[src/sv/dbp_pkg.sv]
// ----------------------------------------------------------------------------
// dbp_pkg
// Shared widths, constants and the cell bundle for the distance and bearing
// block.
// ----------------------------------------------------------------------------
package dbp_pkg;

  localparam int unsigned CORDIC_STEPS_DEF = 20;

  localparam int unsigned POS_W       = 32;
  localparam int unsigned HEAD_W      = 17;
  localparam int unsigned DIST_W      = 33;
  localparam int unsigned BEAR_W      = 17;
  localparam int unsigned DIFF_W      = 33;
  localparam int unsigned ABS_W       = 32;
  localparam int unsigned SQ_W        = 64;
  localparam int unsigned RAD_W       = 66;
  localparam int unsigned REM_W       = 35;
  localparam int unsigned ROOT_W      = 33;
  localparam int unsigned VEC_W       = 64;
  localparam int unsigned ANG_W       = 32;
  localparam int unsigned ANG_OUT_W   = 20;
  localparam int unsigned BEAR_EXT_W  = 21;
  localparam int unsigned GUARD_BITS  = 28;
  localparam int unsigned ROUND_SHIFT = 13;
  localparam int unsigned ATAN_N      = 32;
  localparam int unsigned NUM_CELLS   = 33;

  localparam logic signed [ANG_W-1:0]      DEG180     = 32'sd188743680;
  localparam logic signed [ANG_W-1:0]      ROUND_HALF = 32'sd4096;
  localparam logic signed [BEAR_EXT_W-1:0] FULL_TURN  = 21'sd46080;

  // atan(2^-i) in units of 2^-20 degree
  localparam logic signed [ANG_W-1:0] ATAN_TAB [ATAN_N] = '{
    32'sd47185920, 32'sd27855475, 32'sd14718068, 32'sd7471121,
    32'sd3750058,  32'sd1876857,  32'sd938658,   32'sd469357,
    32'sd234682,   32'sd117342,   32'sd58671,    32'sd29335,
    32'sd14668,    32'sd7334,     32'sd3667,     32'sd1833,
    32'sd917,      32'sd458,      32'sd229,      32'sd115,
    32'sd57,       32'sd29,       32'sd14,       32'sd7,
    32'sd4,        32'sd2,        32'sd1,        32'sd0,
    32'sd0,        32'sd0,        32'sd0,        32'sd0
  };

  typedef struct packed {
    logic signed [VEC_W-1:0]  x;
    logic signed [VEC_W-1:0]  y;
    logic signed [ANG_W-1:0]  z;
    logic                     zero;
    logic signed [HEAD_W-1:0] heading;
    logic [RAD_W-1:0]         rad;
    logic [REM_W-1:0]         rem;
    logic [ROOT_W-1:0]        root;
  } cell_data_t;

endpackage

[src/sv/dbp_in_if.sv]
// ----------------------------------------------------------------------------
// dbp_in_if
// Input channel: target point and robot pose, valid/ready handshake.
// ----------------------------------------------------------------------------
interface dbp_in_if;
  import dbp_pkg::*;

  logic                     valid;
  logic                     ready;
  logic signed [POS_W-1:0]  target_x;
  logic signed [POS_W-1:0]  target_y;
  logic signed [POS_W-1:0]  robot_x;
  logic signed [POS_W-1:0]  robot_y;
  logic signed [HEAD_W-1:0] robot_heading;

  modport source (
    output valid, target_x, target_y, robot_x, robot_y, robot_heading,
    input  ready
  );

  modport sink (
    input  valid, target_x, target_y, robot_x, robot_y, robot_heading,
    output ready
  );

endinterface

[src/sv/dbp_prep.sv]
// ----------------------------------------------------------------------------
// dbp_prep
// Front pipeline: position differences, squares, radicand and the CORDIC
// pre-rotation into the right half plane.
// ----------------------------------------------------------------------------
module dbp_prep (
  input  logic               clk_i,
  input  logic               rst_ni,
  dbp_in_if.sink             in_i,
  output logic               valid_o,
  output dbp_pkg::cell_data_t data_o,
  input  logic               ready_i
);
  import dbp_pkg::*;

  logic                     v1_q, v2_q, v3_q;
  logic                     r1, r2, r3;
  logic signed [DIFF_W-1:0] dx_q, dy_q;
  logic signed [HEAD_W-1:0] head1_q, head2_q;
  logic [SQ_W-1:0]          sqa_q, sqb_q;
  logic signed [VEC_W-1:0]  x_q, y_q;
  logic signed [ANG_W-1:0]  z_q;
  logic                     zero_q;
  cell_data_t               data_q;

  logic signed [DIFF_W-1:0] dx_d, dy_d;
  logic [ABS_W-1:0]         ax, ay;
  logic signed [VEC_W-1:0]  x0, y0, x_d, y_d;
  logic signed [ANG_W-1:0]  z_d;
  logic [RAD_W-1:0]         rad_d;

  assign r3 = !v3_q || ready_i;
  assign r2 = !v2_q || r3;
  assign r1 = !v1_q || r2;
  assign in_i.ready = r1;
  assign valid_o = v3_q;
  assign data_o  = data_q;

  always_comb begin
    dx_d = DIFF_W'(in_i.target_x) - DIFF_W'(in_i.robot_x);
    dy_d = DIFF_W'(in_i.target_y) - DIFF_W'(in_i.robot_y);
  end

  always_comb begin
    ax = dx_q[DIFF_W-1] ? ABS_W'(-dx_q) : dx_q[ABS_W-1:0];
    ay = dy_q[DIFF_W-1] ? ABS_W'(-dy_q) : dy_q[ABS_W-1:0];
    x0 = VEC_W'(dx_q) <<< GUARD_BITS;
    y0 = VEC_W'(dy_q) <<< GUARD_BITS;
    if (dx_q[DIFF_W-1]) begin
      x_d = -x0;
      y_d = -y0;
      z_d = dy_q[DIFF_W-1] ? -DEG180 : DEG180;
    end else begin
      x_d = x0;
      y_d = y0;
      z_d = '0;
    end
  end

  assign rad_d = RAD_W'({1'b0, sqa_q} + {1'b0, sqb_q});

  always_ff @(posedge clk_i or negedge rst_ni) begin
    if (!rst_ni) begin
      v1_q <= 1'b0;
      v2_q <= 1'b0;
      v3_q <= 1'b0;
    end else begin
      if (r1) v1_q <= in_i.valid;
      if (r2) v2_q <= v1_q;
      if (r3) v3_q <= v2_q;
    end
  end

  always_ff @(posedge clk_i) begin
    if (r1 && in_i.valid) begin
      dx_q    <= dx_d;
      dy_q    <= dy_d;
      head1_q <= in_i.robot_heading;
    end
    if (r2 && v1_q) begin
      sqa_q   <= SQ_W'(ax) * SQ_W'(ax);
      sqb_q   <= SQ_W'(ay) * SQ_W'(ay);
      x_q     <= x_d;
      y_q     <= y_d;
      z_q     <= z_d;
      zero_q  <= (dx_q == '0) && (dy_q == '0);
      head2_q <= head1_q;
    end
    if (r3 && v2_q) begin
      data_q.x       <= x_q;
      data_q.y       <= y_q;
      data_q.z       <= z_q;
      data_q.zero    <= zero_q;
      data_q.heading <= head2_q;
      data_q.rad     <= rad_d;
      data_q.rem     <= '0;
      data_q.root    <= '0;
    end
  end

endmodule

[src/flat_wrapper.sv]
// flat-port wrapper written by rule: the top's interface ports become plain ports
module dbp_prep_flat import dbp_pkg::*;
  (clk_i, rst_ni, valid_o, data_o, ready_i, in_i_valid, in_i_target_x, in_i_target_y, in_i_robot_x, in_i_robot_y, in_i_robot_heading, in_i_ready);
  dbp_in_if in_i_i ();
  input  logic clk_i;
  input  logic rst_ni;
  output logic valid_o;
  output dbp_pkg::cell_data_t data_o;
  input  logic ready_i;
  input wire logic [$bits(in_i_i.valid)-1:0] in_i_valid;
  input wire logic [$bits(in_i_i.target_x)-1:0] in_i_target_x;
  input wire logic [$bits(in_i_i.target_y)-1:0] in_i_target_y;
  input wire logic [$bits(in_i_i.robot_x)-1:0] in_i_robot_x;
  input wire logic [$bits(in_i_i.robot_y)-1:0] in_i_robot_y;
  input wire logic [$bits(in_i_i.robot_heading)-1:0] in_i_robot_heading;
  output wire logic [$bits(in_i_i.ready)-1:0] in_i_ready;
  assign in_i_i.valid = in_i_valid;
  assign in_i_i.target_x = in_i_target_x;
  assign in_i_i.target_y = in_i_target_y;
  assign in_i_i.robot_x = in_i_robot_x;
  assign in_i_i.robot_y = in_i_robot_y;
  assign in_i_i.robot_heading = in_i_robot_heading;
  assign in_i_ready = in_i_i.ready;
  dbp_prep u_core (.clk_i(clk_i), .rst_ni(rst_ni), .in_i(in_i_i), .valid_o(valid_o), .data_o(data_o), .ready_i(ready_i));
endmodule
[config.mk]
export PLATFORM = sky130hd
export DESIGN_NAME = dbp_prep_flat
export DESIGN_NICKNAME = d
export VERILOG_FILES = /design/src/sv/dbp_pkg.sv /design/src/sv/dbp_in_if.sv /design/src/sv/dbp_prep.sv /design/src/flat_wrapper.sv
export SDC_FILE = /design/constraint.sdc
export NUM_CORES = 2
export LEC_CHECK = 0
export ABC_CLOCK_PERIOD_IN_PS = 17170
export BUFFER_PORTS_ARGS = -buffer_cell sky130_fd_sc_hd__clkbuf_2
export CORE_UTILIZATION = 45
export CTS_BUF_LIST = sky130_fd_sc_hd__clkbuf_2 sky130_fd_sc_hd__clkbuf_4 sky130_fd_sc_hd__clkbuf_8
export CTS_CLUSTER_DIAMETER = 60
export DETAILED_ROUTE_END_ITERATION = 6
export HOLD_SLACK_MARGIN = 0.08
export PLACE_DENSITY = 0.66
export SLEW_MARGIN = 20
export SYNTH_ARGS = -nofsm -noshare
export SYNTH_HDL_FRONTEND = slang
export SYNTH_SLANG_ARGS = --single-unit
[constraint.sdc]
create_clock -name clk_i -period 17.17 [get_ports clk_i]
set_input_delay 1.717 -clock clk_i [delete_from_list [all_inputs] [get_ports clk_i]]
set_output_delay 1.717 -clock clk_i [all_outputs]
set_load 0.02 [all_outputs]
==> metrics.txt <==
crit-path max cell delay=780 ps; Die W=around 420 um; Clock Path Buffers=3; Hold Buf Count CTS=0; initial antenna violation count=7; failing checks=DRC; # DRC=64; die footprint=about 180,000 um2; drt via density=between 5 and 6; gr usage total=26.7%; Crit. End Element=register; clk sinks=461; share of cells above drive strength 1=between 7 and 8%; unrepaired setup endpoints after global routing=false; DRT Pass-1 Iters=7; clock skew=101 ps; FILL cells=16.4k; CP max-delay cell=clkinv_1; total grt overflow=0; Final min period=12,790 ps; Root Buffer=clkbuf_8; drt initial violations=between 4k and 5k; initial core utilization=a little under half; Synth Flop Type=edfxtp_1; Synth area leaders=fa_1, edfxtp_1, ha_1, inv_1, nand2_1; achievable frequency=approximately 80 MHz; core box area=176,000 um2; required time of the critical path=around 18,000 ps; asr flop ratio synth=less than 1%; final wirelength=between 200,000 and 250,000 um; post-CTS resize count=0; final hold viol count=0; row cnt=~150; area grow syn2layout=7.84%; Synth Area per Inst=a little under 10 um2; cell count after synthesis=8,053; via count=roughly 57k; synth unique cells=83; num ports=approximately 460; # port buffers=around 320; Crit Path Class=register to register; setup bufs post-CTS=0; worst-path fanout max=17; Setup-failing EPs final=0; post-DR wirelength/cell=between 20 and 25 um; most frequent cells after synthesis=inv_1, fa_1, ha_1, nand2_1, nor2_1; worst hold path type=register to register; global-route wire length before repair=between 300,000 and 400,000 um; gpl congestion=roughly 0.98; Worst Path Arrival=about 13,000 ps; setup TNS=0 ps; CTS tree=done; clk slew on worst S/H paths=approximately 60 ps; Critical Path Most Common Cell=fa_1; Clock Latency Late Sink=approximately 880 ps; die span in y=approximately 420 um; fin util=48.9%; slew at the pin with the worst max-slew slack=around 1200 ps; Ys Warns=0; final net count=about 11k; Detailed Place HPWL=around 190,000 um; Final Slew Violations=0; status=complete, but fails checks; area leader, netlist=fa_1; critical path launch point type=register; post-synthesis sequential area ratio=between 10% and 20%; Max transition margin=a little over a fifth; final period utilization=between 70% and 80%; H-tree Lvls=3; post-synth top area share=39.9%; largest net degree at the start of global routing=around 150; final antenna-violating net count=0; number of global-route vias before repair=just over 60k; Post-synth EDFFs=between 400 and 500; CTS buffer count=91; WHS=roughly 380 ps; top-count cell post-synth=inv_1; max-cap viol count=0; Mapped Area=between 70,000 and 80,000 um2; post-synthesis register bit count=about 460
cell families (layout without fill, tap and decap cells):
kind of cell    count (synthesis)  in the layout  share of synthesized area [%]
mux                             4              4                         0.0548
simple gates                 1641           1641                           8.61
other cells                     1            165                        0.00469
flops                         461            461                           17.3
xor+xnor                      380            380                           4.21
fa+ha+maj                    2287           2287                           50.8
buf+inv                      2453           2689                           12.3
compound gates                826            826                           6.72
per-stage QoR:
step / setup slack, ps / instance area (um2) / cells
after floorplan: 6660 / 80400 / 8206
after global placement: 4880 / 84200 / 10621
after detailed placement: 4690 / 84200 / 10621
after CTS: 4600 / 86100 / 10782
after global routing: 3800 / 86100 / 10790
final: 4380 / 86100 / 10793
final cells by class:
type	count	area (um2)	share of cell area (%)
timing repair buffer	433	2470	2.87
clock inverter	55	586	0.680
multi-input combinational	5292	57100	66.2
clock buffer	106	1370	1.58
sequential	461	13800	16.1
antenna	11	27.5	0.0320
inverter	2095	7860	9.13
tap	2340	2930	3.40
routing by layer:
layer	global-route usage [%]	wire length, um	up-vias
li1	-	-	24885
met4	14.4	14700	6
met1	35.0	92700	28685
met5	0.161	62	-
met3	5.14	20500	498
met2	41.9	106000	2478
worst paths after layout:
path | from | to | slack [ps] | depth (start not counted)
min in group asynchronous | rst_ni | u_core.v2_q$_DFFE_PN0P_ | 680 | 1
hold reg to reg | u_core.head2_q[8]$_DFFE_PP_ | u_core.data_o[142]$_DFFE_PP_ | 380 | 0
setup reg to reg | u_core.dx_q[6]$_DFFE_PP_ | u_core.sqa_q[61]$_DFFE_PP_ | 4380 | 32
max in group asynchronous | rst_ni | u_core.v1_q$_DFFE_PN0N_ | 16370 | 1
hold / removal | u_core.head2_q[8]$_DFFE_PP_ | u_core.data_o[142]$_DFFE_PP_ | 380 | 0
setup / recovery | u_core.dx_q[6]$_DFFE_PP_ | u_core.sqa_q[61]$_DFFE_PP_ | 4380 | 32
state kept, by name, summed over array words and instances, names as in the netlist, 3 cells and up:
name / count
u_core.dx_q: 33
u_core.z_q: 3
u_core.dy_q: 33
u_core.y_q: 36
u_core.x_q: 36
u_core.head1_q: 17
u_core.sqb_q: 62
u_core.data_o: 158
u_core.head2_q: 17
u_core.sqa_q: 62
placed cells by master (no fill, tap or decap), types with 164 or more instances in the layout:
master,netlist,final
ha_1,694,694
a21o_1,164,164
clkbuf_2,0,315
edfxtp_1,458,458
nor2_1,662,662
a21oi_1,246,246
inv_1,2072,2071
fa_1,1593,1593
xnor2_1,247,232
nand2_1,682,682
worst max-delay path, delay by kind of cell, from the launching register on:
family / cells / cell delay [ps]
AO/OA/AOI/OAI: 7 / 2730
AND/OR/NAND/NOR: 10 / 3540
XOR/XNOR: 2 / 220
adder cells (fa/ha/maj): 9 / 4300
buffers and inverters: 4 / 1240
flip-flops: 1 / 460
Power is not shown: default switching activity piles up to over one toggle a cycle in this logic, so the estimate is an artifact.
