[src/sv/dbp_pkg.sv]
// ----------------------------------------------------------------------------
// dbp_pkg
// Shared widths, constants and the cell bundle for the distance and bearing
// block.
// ----------------------------------------------------------------------------
package dbp_pkg;

  localparam int unsigned CORDIC_STEPS_DEF = 20;

  localparam int unsigned POS_W       = 32;
  localparam int unsigned HEAD_W      = 17;
  localparam int unsigned DIST_W      = 33;
  localparam int unsigned BEAR_W      = 17;
  localparam int unsigned DIFF_W      = 33;
  localparam int unsigned ABS_W       = 32;
  localparam int unsigned SQ_W        = 64;
  localparam int unsigned RAD_W       = 66;
  localparam int unsigned REM_W       = 35;
  localparam int unsigned ROOT_W      = 33;
  localparam int unsigned VEC_W       = 64;
  localparam int unsigned ANG_W       = 32;
  localparam int unsigned ANG_OUT_W   = 20;
  localparam int unsigned BEAR_EXT_W  = 21;
  localparam int unsigned GUARD_BITS  = 28;
  localparam int unsigned ROUND_SHIFT = 13;
  localparam int unsigned ATAN_N      = 32;
  localparam int unsigned NUM_CELLS   = 33;

  localparam logic signed [ANG_W-1:0]      DEG180     = 32'sd188743680;
  localparam logic signed [ANG_W-1:0]      ROUND_HALF = 32'sd4096;
  localparam logic signed [BEAR_EXT_W-1:0] FULL_TURN  = 21'sd46080;

  // atan(2^-i) in units of 2^-20 degree
  localparam logic signed [ANG_W-1:0] ATAN_TAB [ATAN_N] = '{
    32'sd47185920, 32'sd27855475, 32'sd14718068, 32'sd7471121,
    32'sd3750058,  32'sd1876857,  32'sd938658,   32'sd469357,
    32'sd234682,   32'sd117342,   32'sd58671,    32'sd29335,
    32'sd14668,    32'sd7334,     32'sd3667,     32'sd1833,
    32'sd917,      32'sd458,      32'sd229,      32'sd115,
    32'sd57,       32'sd29,       32'sd14,       32'sd7,
    32'sd4,        32'sd2,        32'sd1,        32'sd0,
    32'sd0,        32'sd0,        32'sd0,        32'sd0
  };

  typedef struct packed {
    logic signed [VEC_W-1:0]  x;
    logic signed [VEC_W-1:0]  y;
    logic signed [ANG_W-1:0]  z;
    logic                     zero;
    logic signed [HEAD_W-1:0] heading;
    logic [RAD_W-1:0]         rad;
    logic [REM_W-1:0]         rem;
    logic [ROOT_W-1:0]        root;
  } cell_data_t;

endpackage

[src/sv/dbp_out_if.sv]
// ----------------------------------------------------------------------------
// dbp_out_if
// Output channel: distance and bearing, valid/ready handshake.
// ----------------------------------------------------------------------------
interface dbp_out_if;
  import dbp_pkg::*;

  logic                     valid;
  logic                     ready;
  logic [DIST_W-1:0]        distance;
  logic signed [BEAR_W-1:0] bearing;

  modport source (
    output valid, distance, bearing,
    input  ready
  );

  modport sink (
    input  valid, distance, bearing,
    output ready
  );

endinterface

[src/sv/dbp_finish.sv]
// ----------------------------------------------------------------------------
// dbp_finish
// Tail pipeline: round the root and the angle, subtract the heading, fold
// the bearing and hold the result for the receiver.
// ----------------------------------------------------------------------------
module dbp_finish (
  input  logic                clk_i,
  input  logic                rst_ni,
  input  logic                valid_i,
  input  dbp_pkg::cell_data_t data_i,
  output logic                ready_o,
  dbp_out_if.source           out_o
);
  import dbp_pkg::*;

  logic                         va_q, vb_q;
  logic                         rb;
  logic [DIST_W-1:0]            dist_a_q, dist_b_q;
  logic signed [ANG_OUT_W-1:0]  ang_q;
  logic signed [HEAD_W-1:0]     head_q;
  logic signed [BEAR_W-1:0]     bear_q;

  logic                         rnd;
  logic signed [ANG_W:0]        zsum;
  logic signed [ANG_OUT_W-1:0]  ang_d;
  logic signed [BEAR_EXT_W-1:0] bext, bfold;

  assign rb      = !vb_q || out_o.ready;
  assign ready_o = !va_q || rb;

  assign out_o.valid    = vb_q;
  assign out_o.distance = dist_b_q;
  assign out_o.bearing  = bear_q;

  always_comb begin
    rnd   = data_i.rem > REM_W'(data_i.root);
    zsum  = (ANG_W+1)'(data_i.z) + (ANG_W+1)'(ROUND_HALF);
    ang_d = data_i.zero ? '0 : ANG_OUT_W'(zsum >>> ROUND_SHIFT);
  end

  always_comb begin
    bext = BEAR_EXT_W'(ang_q) - BEAR_EXT_W'(head_q);
    if (bext <= -FULL_TURN) begin
      bfold = bext + FULL_TURN;
    end else if (bext >= FULL_TURN) begin
      bfold = bext - FULL_TURN;
    end else begin
      bfold = bext;
    end
  end

  always_ff @(posedge clk_i or negedge rst_ni) begin
    if (!rst_ni) begin
      va_q <= 1'b0;
      vb_q <= 1'b0;
    end else begin
      if (ready_o) va_q <= valid_i;
      if (rb) vb_q <= va_q;
    end
  end

  always_ff @(posedge clk_i) begin
    if (ready_o && valid_i) begin
      dist_a_q <= data_i.root + DIST_W'(rnd);
      ang_q    <= ang_d;
      head_q   <= data_i.heading;
    end
    if (rb && va_q) begin
      dist_b_q <= dist_a_q;
      bear_q   <= bfold[BEAR_W-1:0];
    end
  end

endmodule

[src/flat_wrapper.sv]
// flat-port wrapper written by rule: the top's interface ports become plain ports
module dbp_finish_flat import dbp_pkg::*;
  (clk_i, rst_ni, valid_i, data_i, ready_o, out_o_valid, out_o_distance, out_o_bearing, out_o_ready);
  dbp_out_if out_o_i ();
  input  logic clk_i;
  input  logic rst_ni;
  input  logic valid_i;
  input  dbp_pkg::cell_data_t data_i;
  output logic ready_o;
  output wire logic [$bits(out_o_i.valid)-1:0] out_o_valid;
  output wire logic [$bits(out_o_i.distance)-1:0] out_o_distance;
  output wire logic [$bits(out_o_i.bearing)-1:0] out_o_bearing;
  input wire logic [$bits(out_o_i.ready)-1:0] out_o_ready;
  assign out_o_valid = out_o_i.valid;
  assign out_o_distance = out_o_i.distance;
  assign out_o_bearing = out_o_i.bearing;
  assign out_o_i.ready = out_o_ready;
  dbp_finish u_core (.clk_i(clk_i), .rst_ni(rst_ni), .valid_i(valid_i), .data_i(data_i), .ready_o(ready_o), .out_o(out_o_i));
endmodule
[config.mk]
export PLATFORM = sky130hd
export DESIGN_NAME = dbp_finish_flat
export DESIGN_NICKNAME = d
export VERILOG_FILES = /design/src/sv/dbp_pkg.sv /design/src/sv/dbp_out_if.sv /design/src/sv/dbp_finish.sv /design/src/flat_wrapper.sv
export SDC_FILE = /design/constraint.sdc
export NUM_CORES = 1
export LEC_CHECK = 0
export BUFFER_PORTS_ARGS = -buffer_cell sky130_fd_sc_hd__buf_2
export CAP_MARGIN = 25
export CELL_PAD_IN_SITES_DETAIL_PLACEMENT = 1
export CELL_PAD_IN_SITES_GLOBAL_PLACEMENT = 1
export CORE_AREA = 2 2 141 143
export CTS_BUF_LIST = sky130_fd_sc_hd__clkbuf_4 sky130_fd_sc_hd__clkbuf_8
export CTS_CLUSTER_SIZE = 8
export DETAILED_ROUTE_END_ITERATION = 8
export DIE_AREA = 0 0 143 145
export PLACE_DENSITY_LB_ADDON = 0.1
export SYNTH_ARGS = -nofsm -noshare
export SYNTH_HDL_FRONTEND = slang
export SYNTH_SLANG_ARGS = --single-unit
[constraint.sdc]
create_clock -name clk_i -period 9.4 [get_ports clk_i]
set_clock_uncertainty 0.15 [all_clocks]
set_input_delay 0.47 -clock clk_i [delete_from_list [all_inputs] [get_ports clk_i]]
set_output_delay 0.47 -clock clk_i [all_outputs]
set_load 0.01 [all_outputs]
==> results of run 1 <==
-- per-stage QoR --
| stage | instances | hold slack [ps] | util [%] | setup WS, ps |
|---|---|---|---|---|
| 6_report | 1098 | 54.51 | 45.25 | 5295 |
| 5_1_grt | 1098 | 13.64 | 45.25 | 5052 |
| 4_1_cts | 1098 | 20.09 | 45.25 | 5310 |
| 3_5_place_dp | 1065 | 108.2 | 43.30 | 4835 |
| 3_3_place_gp | 1065 | 105.9 | 43.30 | 4978 |
| 2_1_floorplan | 648 | 24.41 | - | 5801 |
-- how the worst max path moves through the flow --
stage / from / cells after the start / slack [ps] / endpoint
2_1_floorplan: data_i[1] / 19 / 5800 / u_core.dist_a_q[32]$_DFFE_PP_
3_3_place_gp: data_i[1] / 20 / 4980 / u_core.dist_a_q[32]$_DFFE_PP_
3_5_place_dp: data_i[1] / 20 / 4830 / u_core.dist_a_q[32]$_DFFE_PP_
4_1_cts: u_core.ang_q[0]$_SDFFCE_PP0P_ / 15 / 5310 / u_core.out_o.bearing[13]$_DFFE_PP_
5_1_grt: data_i[1] / 20 / 5050 / u_core.dist_a_q[32]$_DFFE_PP_
6_report: u_core.ang_q[0]$_SDFFCE_PP0P_ / 15 / 5290 / u_core.out_o.bearing[13]$_DFFE_PP_
-- area by class of cell --
cell class | instances | area [um2]
clock buffers | 18 | 241.5
flip-flops and latches | 122 | 3654
well taps | 265 | 331.6
clock inverters | 14 | 123.9
fillers | 2181 | 10520
repair buffers | 164 | 830.8
multi-input cells | 448 | 3259
inverters | 67 | 251.5
-- cell usage in the layout (no fill, tap or decap), types with 7 or more instances in the layout --
cell type and count:
edfxtp_1 120, and3_1 10, nor2b_1 8, clkbuf_8 17, nand2_1 37, inv_1 67
nand4_1 17, nand3_1 24, ha_1 60, a21oi_1 32, nor2_1 50, o21ai_0 16
xor2_1 18, and2_1 8, a21o_1 17, xnor2_1 44, nand2b_1 7, buf_2 161
nor3_1 22
-- logic make-up (layout without fill, tap and decap cells) --
logic type,after synthesis,count (layout)
adders and majority gates,61,61
AOI/OAI and AO/OA,118,118
and+or+nand+nor,204,204
muxes,1,1
xor gates and xnor gates,64,64
DFF,122,122
buffers and inverters,78,263
-- flip-flops by register name (all words and copies together), names as in the netlist --
signal / cells
u_core.out_o.valid: 1
u_core.out_o.bearing: 17
u_core.va_q: 1
u_core.out_o.distance: 33
u_core.head_q: 17
u_core.dist_a_q: 33
u_core.ang_q: 20
-- critical path, stage by stage (launching register included) --
cell and delay [ps]:
edfxtp_1 380, inv_1 70, ha_1 160, inv_1 60, fa_1 400, a21o_1 240
a221o_2 420, a31oi_4 220, xnor2_2 190, ha_1 260, nand3_1 90, o211ai_1 210
nand3_1 130, a41oi_2 560, a32oi_1 170, xnor2_1 160
-- metal layers --
metal | global-route usage, % | vias up | part of all wire (%)
li1 | - | 2704 | -
met1 | 18.72 | 2586 | 39
met2 | 30.86 | 159 | 49
met3 | 8.713 | 40 | 9.7
met4 | 7.129 | 2 | 2.5
met5 | 0 | - | 0.072
-- power by group through the flow --
| stage | clock (mW) | combinational (mW) | sequential [mW] |
|---|---|---|---|
| after global placement | 0 | 0.336 | 0.684 |
| after detailed placement | 0 | 0.350 | 0.685 |
| final | 0.435 | 0.349 | 0.673 |
| after CTS | 0.450 | 0.352 | 0.674 |
| after floorplan | 0 | 0.219 | 0.699 |
| after global routing | 0.474 | 0.390 | 0.677 |
-- timing repair --
item / in CTS / in global routing
setup buffers: 0 / 0
hold buffers: 1 / 0
endpoints found under the hold margin: 2 / 0
==> flow_summary_export.csv, run 1 <==
group,metric,value,unit
min_path,holdCritStartpoint,"data_i[135]",
critical_path,r2r_slack,5290,ps
layout,stdcell_area,8692,um2
synthesis,yosysMostFrequentCell,"edfxtp_1",
synthesis,synth_xor_area_share,7.971,%
pwr,cellLeakagePower,3.641,nW
synthesis,synth-simple-area-share,14.31,%
detailed_routing,vias,5491,
pwr,power.share.combinational,24.0,%
job,cap_violations,0,
synthesis,syn_nets,1025,
die,ioPinCount,368,
status,outcome,"finished clean",
die,start_util,37.59,%
synthesis,async_reset_ff_share,1.639,%
critical_path,critPathMaxFanout,11,
die,dieArea,20740,um2
global_route,grt_pass1_vias,5961,
sta,rsz0062_at_grt,"no",
synthesis,synth_top_family_by_area,"simple AND/OR/NAND/NOR gates",
clock_network,worst_skew_pair.late_latency,440,ps
clock_network,cts_made_buffers,17,
sta,min_period,4105,ps
clock_network,cts_tree,"yes",
synthesis,synthTopCellsByArea,"edfxtp_1 (50%), ha_1 (10%), xnor2_1 (5.3%)",
synthesis,synthMuxAreaShare,0.1560,%
synthesis,avgSynthCellArea,11.14,um2
sta,period_share,43.67,%
die,coreArea,19210,um2
synthesis,synth_top_area_share,49.90,%
sta,hold_viol,0,
detailed_routing,dr.pass1.iters,4,
layout,diodes,0,
synthesis,netlist_instances,648,
critical_path,r2r_end,"u_core.out_o.bearing[13]$_DFFE_PP_",
pwr,netSwitchingFraction,30.42,%
critical_path,setup.worst_path.class,"reg -> reg",
pwr,clkPwrFrac,29.9,%
global_route,grt_pass1_wl,29.04,mm
clock_network,cts_max_level,4,
synthesis,synth_common_cells,"edfxtp_1 (120), inv_1 (67), ha_1 (60)",
min_path,holdPathEnd,"u_core.head_q[1]$_DFFE_PP_",
critical_path,cp-start-kind,"register",
critical_path,worst_setup_path_end_kind,"register",
critical_path,reg2reg_from,"u_core.ang_q[0]$_SDFFCE_PP0P_",
sta,tns,0,ps
clock_network,cts_root_buf,"clkbuf_8",
sta,maxSlewViolCount,0,
sta,worstMarginPinSlew,919.5,ps
clock_network,ctsLongestPathBuffers,2,
synthesis,yosysSeqAreaShare,50.60,%
die,row_count,51,
critical_path,reg2reg_depth,15,
global_route,grt_max_degree,71,
layout,layout.nets,1197,
min_path,holdPathStages,1,
detailed_routing,wl,18.06,mm
sta,fmax,243.6,MHz
pwr,power,1.457,mW
global_route,antenna_found_initial,1,
synthesis,synth-compound-area-share,11.99,%
detailed_routing,first_iter_violations,197,
synthesis,synthAdderAreaFrac,10.67,%
placed_design,io_buffers,161,
global_route,overflow,0,
clock_network,cts_sinks,122,
pwr,seq_power_share,46.2,%
clock_network,clk_pin_slew_worst_paths,80,ps
placed_design,post-dp-hpwl,14.59,mm
pwr,peakVddDrop,0.00007699,V
sta,setup_viol,0,
detailed_routing,drc,0,
layout,drive_above_1_share,25.57,%
critical_path,cp.arrival,4130,ps
pwr,intPower,1.014,mW
detailed_routing,via_per_inst,5.001,
synthesis,yosys_warnings,0,
critical_path,required,9430,ps
synthesis,yosysUniqueCellTypes,68,
detailed_routing,ant_nets,0,
die,fp.dieW,143,um
synthesis,ys.flop_type,"edfxtp_1",
synthesis,synth_enable_flop_cells,120,
synthesis,netlist_area,7221,um2
die,die_height,145,um
sta,relSlewSlack,38.70,%
pwr,power_density,167.6,nW/um2
synthesis,yosysTopAreaCell,"edfxtp_1",
detailed_routing,wl_per_cell,16.45,um
placed_design,gp_congestion,0.8356,
min_path,min_path_type,"in -> reg",
pwr,switching_power,0.4431,mW
placed_design,dpl_cell_area,8317,um2
clock_network,post_cts_resized,0,
synthesis,ys_ff_latch,122,
layout,syn_to_final_growth,20.38,%
global_route,grt_use_total,17.99,%
Note: power is estimated with default switching activity, not from simulation.
==> inputs of run 2 (changes only) <==
--- a/config.mk
+++ b/config.mk
@@ -9,11 +9,11 @@
 export CAP_MARGIN = 25
 export CELL_PAD_IN_SITES_DETAIL_PLACEMENT = 1
 export CELL_PAD_IN_SITES_GLOBAL_PLACEMENT = 1
-export CORE_AREA = 2 2 141 143
+export CORE_ASPECT_RATIO = 2
+export CORE_UTILIZATION = 32
 export CTS_BUF_LIST = sky130_fd_sc_hd__clkbuf_4 sky130_fd_sc_hd__clkbuf_8
 export CTS_CLUSTER_SIZE = 8
 export DETAILED_ROUTE_END_ITERATION = 8
-export DIE_AREA = 0 0 143 145
 export PLACE_DENSITY_LB_ADDON = 0.1
 export SYNTH_ARGS = -nofsm -noshare
 export SYNTH_HDL_FRONTEND = slang
==> constraint.sdc (replaced) <==
create_clock -name clk_i -period 3.4 [get_ports clk_i]
set_clock_uncertainty 0.15 [all_clocks]
set_input_delay 0.17 -clock clk_i [delete_from_list [all_inputs] [get_ports clk_i]]
set_output_delay 0.17 -clock clk_i [all_outputs]
set_load 0.01 [all_outputs]
==> run 2 against run 1 <==
The flow now finishes with violations (negative setup slack). Core utilization increased by 1.7 points. Clock power grew to 3.4 times the previous value. Sequential power grew to 2.8 times the previous value. Die area is 12% higher. Critical path type unchanged. Highest routed layer is now met4. Largest power group unchanged. Cell area is 20% higher. Worst setup slack lost 5600 ps.
==> flow_summary_export.csv, run 2 (synthesis gave the netlist of run 1 again) <==
group,metric,value,unit
layout,regArea,3654,um2
die,ioPinCount,368,
pwr,intPower,3.281,mW
die,fp.dieW,108.2,um
sta,worstMarginPinSlew,793.4,ps
global_route,grt_pass1_wl,32.57,mm
layout,layout.nets,1366,
sta,worst_slack,-300.9,ps
global_route,use_met3,6.018,%
placed_design,post-dp-hpwl,16.70,mm
min_path,holdPathStages,2,
die,dieArea,23210,um2
die,row_count,77,
sta,min_period,3701,ps
detailed_routing,wl_per_cell,16.29,um
die,coreArea,22160,um2
layout,final_common_cell,"buf_2",
critical_path,setup.worst_path.class,"reg -> reg",
clock_network,ctsLongestPathBuffers,2,
critical_path,critPathBufInv,3,
critical_path,required,3470,ps
placed_design,gp_congestion,0.8269,
job,cap_violations,0,
critical_path,critPathTopFamily,"compound AO/OA/AOI/OAI gates",
pwr,clkPwrFrac,31.6,%
pwr,peakVddDrop,0.0002462,V
critical_path,path_cells,"inv_1 -> ha_2 -> inv_2 -> fa_2 -> a21o_1 -> a221o_2 -> or4_4 -> o311ai_2 -> or4_4 -> o211ai_1 -> nand3_1 -> a41oi_2 -> buf_6 -> a22o_1 -> a21o_1",
pwr,power.share.combinational,28.3,%
critical_path,cp-start-kind,"register",
global_route,met2_usage,38.32,%
critical_path,r2r_slack,-300,ps
detailed_routing,wl,20.82,mm
critical_path,critPathMaxFanout,6,
critical_path,cp.arrival,3770,ps
detailed_routing,ant_nets,0,
critical_path,reg2reg_depth,15,
layout,syn_to_final_growth,43.94,%
critical_path,cpPeakStageDelay,430,ps
global_route,antenna_found_initial,0,
clock_network,cts_tree,"yes",
global_route,grt_max_degree,51,
layout,drive_above_1_share,33.83,%
sta,rsz0062_at_grt,"yes",
pwr,netSwitchingFraction,29.23,%
status,outcome,"finished with violations",
critical_path,worst_setup_path_end_kind,"register",
placed_design,io_buffers,161,
die,start_util,32.59,%
global_route,overflow,0,
clock_network,cts_root_buf,"clkbuf_8",
layout,diodes,0,
detailed_routing,drc,0,
critical_path,r2r_end,"u_core.out_o.bearing[16]$_DFFE_PP_",
placed_design,place_inst,1171,
sta,hold_viol,0,
min_path,holdPathEnd,"u_core.ang_q[5]$_SDFFCE_PP0P_",
placed_design,dpl_cell_area,9069,um2
global_route,grt_use_total,18.71,%
critical_path,reg2reg_from,"u_core.ang_q[0]$_SDFFCE_PP0P_",
layout,stdcell_area,10390,um2
clock_network,cts_made_buffers,17,
detailed_routing,first_iter_violations,119,
pwr,power_density,446.0,nW/um2
layout,multi_input_area,3400,um2
sta,period_share,108.8,%
min_path,holdCritStartpoint,"data_i[151]",
pwr,cellLeakagePower,4.465,nW
detailed_routing,via_per_inst,4.855,
layout,final_cell_mix,"buf_2 (160), edfxtp_1 (120), buf_4 (99), dlygate4sd3_1 (71), inv_1 (66)",
detailed_routing,dr.pass1.iters,4,
critical_path,crit_slowest_cell,"or4_4",
clock_network,cts_max_level,4,
clock_network,cts_sinks,122,
sta,maxSlewViolCount,0,
detailed_routing,vias,6205,
sta,relSlewSlack,47.11,%
die,die_height,214.4,um
global_route,grt-busiest-layer,"met2",
status,violations,"negative setup slack",
pwr,switching_power,1.355,mW
clock_network,worst_skew_pair.late_latency,460,ps
sta,setup_viol,7,
layout,final_cells,1278,
clock_network,clk_pin_slew_worst_paths,80,ps
global_route,grt.met1_usage,14.47,%
global_route,grt_pass1_vias,6868,
pwr,seq_power_share,40.1,%
min_path,min_path_type,"in -> reg",
sta,fmax,270.2,MHz
layout,fill_cells,2516,
## run 2: cell types whose count changed in the layout (fill, tap and decap cells not counted), sizes merged
cell / change
buf: +99
bufinv: +3
clkbuf: -1
clkinv: -2
clkinvlp: -1
dlygate4sd3: +70
inv: +1
## run 2: worst max-delay path by stage
stage / cells past startpoint / slack, ps / start / endpoint
final: 15 / -300 / u_core.ang_q[0]$_SDFFCE_PP0P_ / u_core.out_o.bearing[16]$_DFFE_PP_
after global routing: 15 / -470 / u_core.ang_q[0]$_SDFFCE_PP0P_ / u_core.out_o.bearing[16]$_DFFE_PP_
after CTS: 15 / -320 / u_core.ang_q[0]$_SDFFCE_PP0P_ / u_core.out_o.bearing[16]$_DFFE_PP_
after detailed placement: 20 / -600 / data_i[1] / u_core.dist_a_q[32]$_DFFE_PP_
after global placement: 20 / -440 / data_i[1] / u_core.dist_a_q[32]$_DFFE_PP_
after floorplan: 15 / 20 / u_core.ang_q[0]$_SDFFCE_PP0P_ / u_core.out_o.bearing[15]$_DFFE_PP_
## run 2: final cells by class
cell class / count / share of cell area, %
Sequential cell: 122 / 35.15
Inverter: 67 / 2.420
Clock buffer: 17 / 2.251
Timing Repair Buffer: 333 / 22.10
Tap cell: 276 / 3.323
Multi-Input combinational cell: 448 / 32.71
Clock inverter: 15 / 2.046
## run 2: power groups by stage
| stage | registers [mW] | clock network, mW | logic (mW) |
|---|---|---|---|
| detailed placement | 1.89 | 0 | 1.20 |
| global placement | 1.89 | 0 | 1.16 |
| finish | 1.86 | 1.46 | 1.31 |
| floorplan | 1.93 | 0 | 0.609 |
| CTS | 1.86 | 1.51 | 1.30 |
| global route | 1.87 | 1.56 | 1.45 |
## run 2: timing repair
action	4_1_cts	5_1_grt
hold buffers	71	0
pin swaps	3	5
setup buffers	3	1
endpoints found under the setup margin	10	13
gates resized for setup	13	18
endpoints found under the hold margin	67	0
## run 2: metrics by stage
stage                     setup WS, ps  power (mW)  utilization (%)  setup TNS (ps)  hold WS [ps]
final                           -300.9       4.636            46.91           -1586         33.38
after floorplan                  18.03       2.543                -               0        -275.6
after global placement          -437.7       3.052            40.93           -4514        -191.2
after global routing            -473.2       4.877            46.91           -3191         26.44
after CTS                       -322.8       4.681            46.46           -1903         5.652
after detailed placement        -601.3       3.099            40.93           -7891        -190.4
## run 2: layer usage
layer,up-vias,wire length (um)
met2,172,12300
li1,3049,-
met1,2936,6396
met3,48,1299
met4,0,816
met5,-,0
==> inputs of run 3 (changes only) <==
--- a/config.mk
+++ b/config.mk
@@ -5,12 +5,13 @@
 export SDC_FILE = /design/constraint.sdc
 export NUM_CORES = 1
 export LEC_CHECK = 0
+export ABC_AREA = 1
 export BUFFER_PORTS_ARGS = -buffer_cell sky130_fd_sc_hd__buf_2
 export CAP_MARGIN = 25
 export CELL_PAD_IN_SITES_DETAIL_PLACEMENT = 1
 export CELL_PAD_IN_SITES_GLOBAL_PLACEMENT = 1
 export CORE_ASPECT_RATIO = 2
-export CORE_UTILIZATION = 32
+export CORE_UTILIZATION = 31
 export CTS_BUF_LIST = sky130_fd_sc_hd__clkbuf_4 sky130_fd_sc_hd__clkbuf_8
 export CTS_CLUSTER_SIZE = 8
 export DETAILED_ROUTE_END_ITERATION = 8
==> run 3 against run 2 <==
The flow now finishes without violations. Core utilization shrank 2.3 points. Sequential power is essentially flat. Critical path depth grew 2. Non-clock buffer count shrank 15. Flip-flop and latch count is the same. Routed wire length grew 15%. Worst setup slack gained 500 ps. Power grew 2.3%. Combinational power grew 3%. Maximum frequency grew 16%.
==> flow_summary_export.csv, run 3 <==
group,metric,value,unit
status,outcome,"finished clean",
clock_network,cts_made_buffers,17,
synthesis,async_reset_ff_share,1.639,%
sta,maxSlewViolCount,0,
critical_path,cp.arrival,3250,ps
synthesis,synth_top_area_share,46.18,%
global_route,grt_pass1_vias,7801,
detailed_routing,drc,0,
synthesis,avgSynthCellArea,8.796,um2
synthesis,synthTopCellsByArea,"edfxtp_1 (46%), nand2_1 (11%), ha_1 (9.6%)",
sta,min_period,3201,ps
synthesis,synth_enable_flop_cells,120,
detailed_routing,vias,7172,
synthesis,yosysMostFrequentCell,"nand2_1",
job,cap_violations,0,
pwr,netSwitchingFraction,30.83,%
synthesis,yosys_warnings,0,
clock_network,cts_max_level,4,
pwr,power.share.combinational,28.6,%
global_route,grt_pass1_wl,37.39,mm
sta,fmax,312.4,MHz
die,dieArea,25850,um2
synthesis,ys_ff_latch,122,
clock_network,worst_skew_pair.late_latency,450,ps
pwr,peakVddDrop,0.0002120,V
detailed_routing,via_per_inst,4.565,
min_path,min_path_type,"in -> reg",
layout,layout.nets,1600,
die,fp.dieW,114.2,um
synthesis,yosysSeqAreaShare,46.82,%
die,start_util,31.68,%
synthesis,netlist_area,7802,um2
detailed_routing,wl,23.93,mm
global_route,grt_max_degree,39,
sta,worstMarginPinSlew,821.0,ps
die,ioPinCount,368,
critical_path,required,3450,ps
critical_path,setup.worst_path.class,"in -> reg",
pwr,seq_power_share,39.9,%
placed_design,post-dp-hpwl,19.74,mm
pwr,clkPwrFrac,31.5,%
clock_network,clk_pin_slew_worst_paths,70,ps
critical_path,critPathMaxFanout,3,
critical_path,r2r_end,"u_core.out_o.bearing[10]$_DFFE_PP_",
critical_path,worst_setup_path_end_kind,"register",
sta,hold_viol,0,
detailed_routing,ant_nets,0,
die,row_count,81,
global_route,antenna_found_initial,4,
synthesis,yosysTopAreaCell,"edfxtp_1",
detailed_routing,first_iter_violations,109,
layout,stdcell_area,10980,um2
clock_network,cts_root_buf,"clkbuf_8",
synthesis,ys.flop_type,"edfxtp_1",
critical_path,startpoint,"data_i[165]",
sta,relSlewSlack,45.15,%
layout,syn_to_final_growth,40.70,%
global_route,grt_use_total,19.49,%
pwr,switching_power,1.461,mW
layout,final_common_cell,"nand2_1",
sta,setup_viol,0,
sta,period_share,94.13,%
clock_network,cts_tree,"yes",
placed_design,gp_congestion,0.7811,
critical_path,critPathCapture,"u_core.ang_q[15]$_SDFFCE_PP0P_",
global_route,overflow,0,
layout,finish.utilization,44.58,%
clock_network,ctsLongestPathBuffers,2,
critical_path,r2r_slack,280,ps
pwr,cellLeakagePower,5.277,nW
synthesis,netlist_instances,887,
pwr,power_density,431.9,nW/um2
pwr,intPower,3.280,mW
clock_network,cts_sinks,122,
critical_path,reg2reg_depth,18,
placed_design,dpl_cell_area,9732,um2
detailed_routing,dr.pass1.iters,4,
layout,final_cell_mix,"nand2_1 (220), buf_2 (161), inv_1 (149), edfxtp_1 (120), buf_4 (88)",
layout,drive_above_1_share,29.05,%
detailed_routing,wl_per_cell,15.23,um
die,coreArea,24630,um2
synthesis,synth_common_cells,"nand2_1 (221), inv_1 (151), edfxtp_1 (120)",
die,die_height,226.4,um
placed_design,io_buffers,161,
synthesis,syn_nets,1264,
synthesis,yosysUniqueCellTypes,40,
critical_path,reg2reg_from,"u_core.ang_q[7]$_SDFFCE_PP0P_",
critical_path,cp-start-kind,"input pin",
==> run 3: changes by cell type after synthesis, sizes merged, moves of 9 or more <==
cell and change:
xor2 +21, o21ai -9, a21o -17, and3 -11, nand2 +205, inv +88, nand3 +39, nor2 +24
xnor2 -42
==> run 3: worst min path at each step <==
stage / to / depth (start not counted) / slack [ps] / start
after CTS: u_core.dist_a_q[10]$_DFFE_PP_ / 3 / 0.4 / data_i[10]
after detailed placement: u_core.va_q$_DFFE_PN0N_ / 1 / -190 / rst_ni
final: u_core.ang_q[2]$_SDFFCE_PP0P_ / 3 / 40 / data_i[164]
after global routing: u_core.dist_a_q[10]$_DFFE_PP_ / 3 / 30 / data_i[10]
after global placement: u_core.va_q$_DFFE_PN0N_ / 1 / -190 / rst_ni
after floorplan: u_core.out_o.valid$_DFFE_PN0P_ / 0 / -280 / rst_ni
==> run 3: power groups by stage <==
stage / clock network (mW) / logic [mW] / registers (mW)
floorplan: 0 / 0.743 / 1.97
global placement: 0 / 1.28 / 1.92
detailed placement: 0 / 1.30 / 1.93
CTS: 1.54 / 1.36 / 1.89
global route: 1.58 / 1.53 / 1.91
finish: 1.49 / 1.35 / 1.89
==> run 3: logic make-up after synthesis <==
family	Yosys count	share of synthesized area (%)
compound gates	63	4.619
simple gates	442	26.35
fa+ha+maj	61	9.878
xor+xnor	43	4.827
buf+inv	156	7.505
flops	122	46.82
==> run 3: worst max-delay path, cell delays in order <==
cell and delay, ps:
dlygate4sd3_1 520, buf_2 120, ha_1 180, nand2_1 100
nor2_1 130, inv_1 110, nor3_4 150, nand3_1 150
nor2_1 130, nand2_1 110, nor2_2 150, nand3_2 120
nor3b_4 260, nand2_1 90, o21ai_0 150, a21oi_1 60
dlygate4sd3_1 560
==> run 3: per-layer routing <==
metal | GRT usage, % | part of all wire (%)
met1 | 14.15 | 29
met4 | 8.798 | 2.7
met5 | 0 | 0.054
met3 | 6.308 | 6.4
met2 | 42.15 | 61
==> run 3: per-stage QoR <==
| step | total power, mW | hold slack [ps] | setup TNS (ps) | worst slack [ps] | cells |
|---|---|---|---|---|---|
| finish | 4.741 | 40.98 | 0 | 199.5 | 1571 |
| floorplan | 2.715 | -275.6 | 0 | 135.1 | 887 |
| CTS | 4.798 | 0.3635 | 0 | 57.46 | 1566 |
| global route | 5.018 | 31.84 | -50.10 | -17.97 | 1571 |
| detailed placement | 3.227 | -188.1 | -3634 | -435.5 | 1469 |
| global placement | 3.197 | -189.8 | -2439 | -297.5 | 1469 |
==> run 3: layout make-up <==
class	count	area, um2
inverters	155	581.8
repair buffers	318	2180
clock inverters	12	196.4
clock buffers	20	256.5
fillers	2989	13650
well taps	332	415.4
diodes	3	7.507
multi-input cells	609	3687
flip-flops and latches	122	3654
==> run 3: timing repair <==
item | CTS | global route
hold buffers | 65 | 0
gates resized for setup | 0 | 27
hold endpoints to repair | 59 | 0
buffers inserted | 0 | 2
endpoints found under the setup margin | 0 | 18
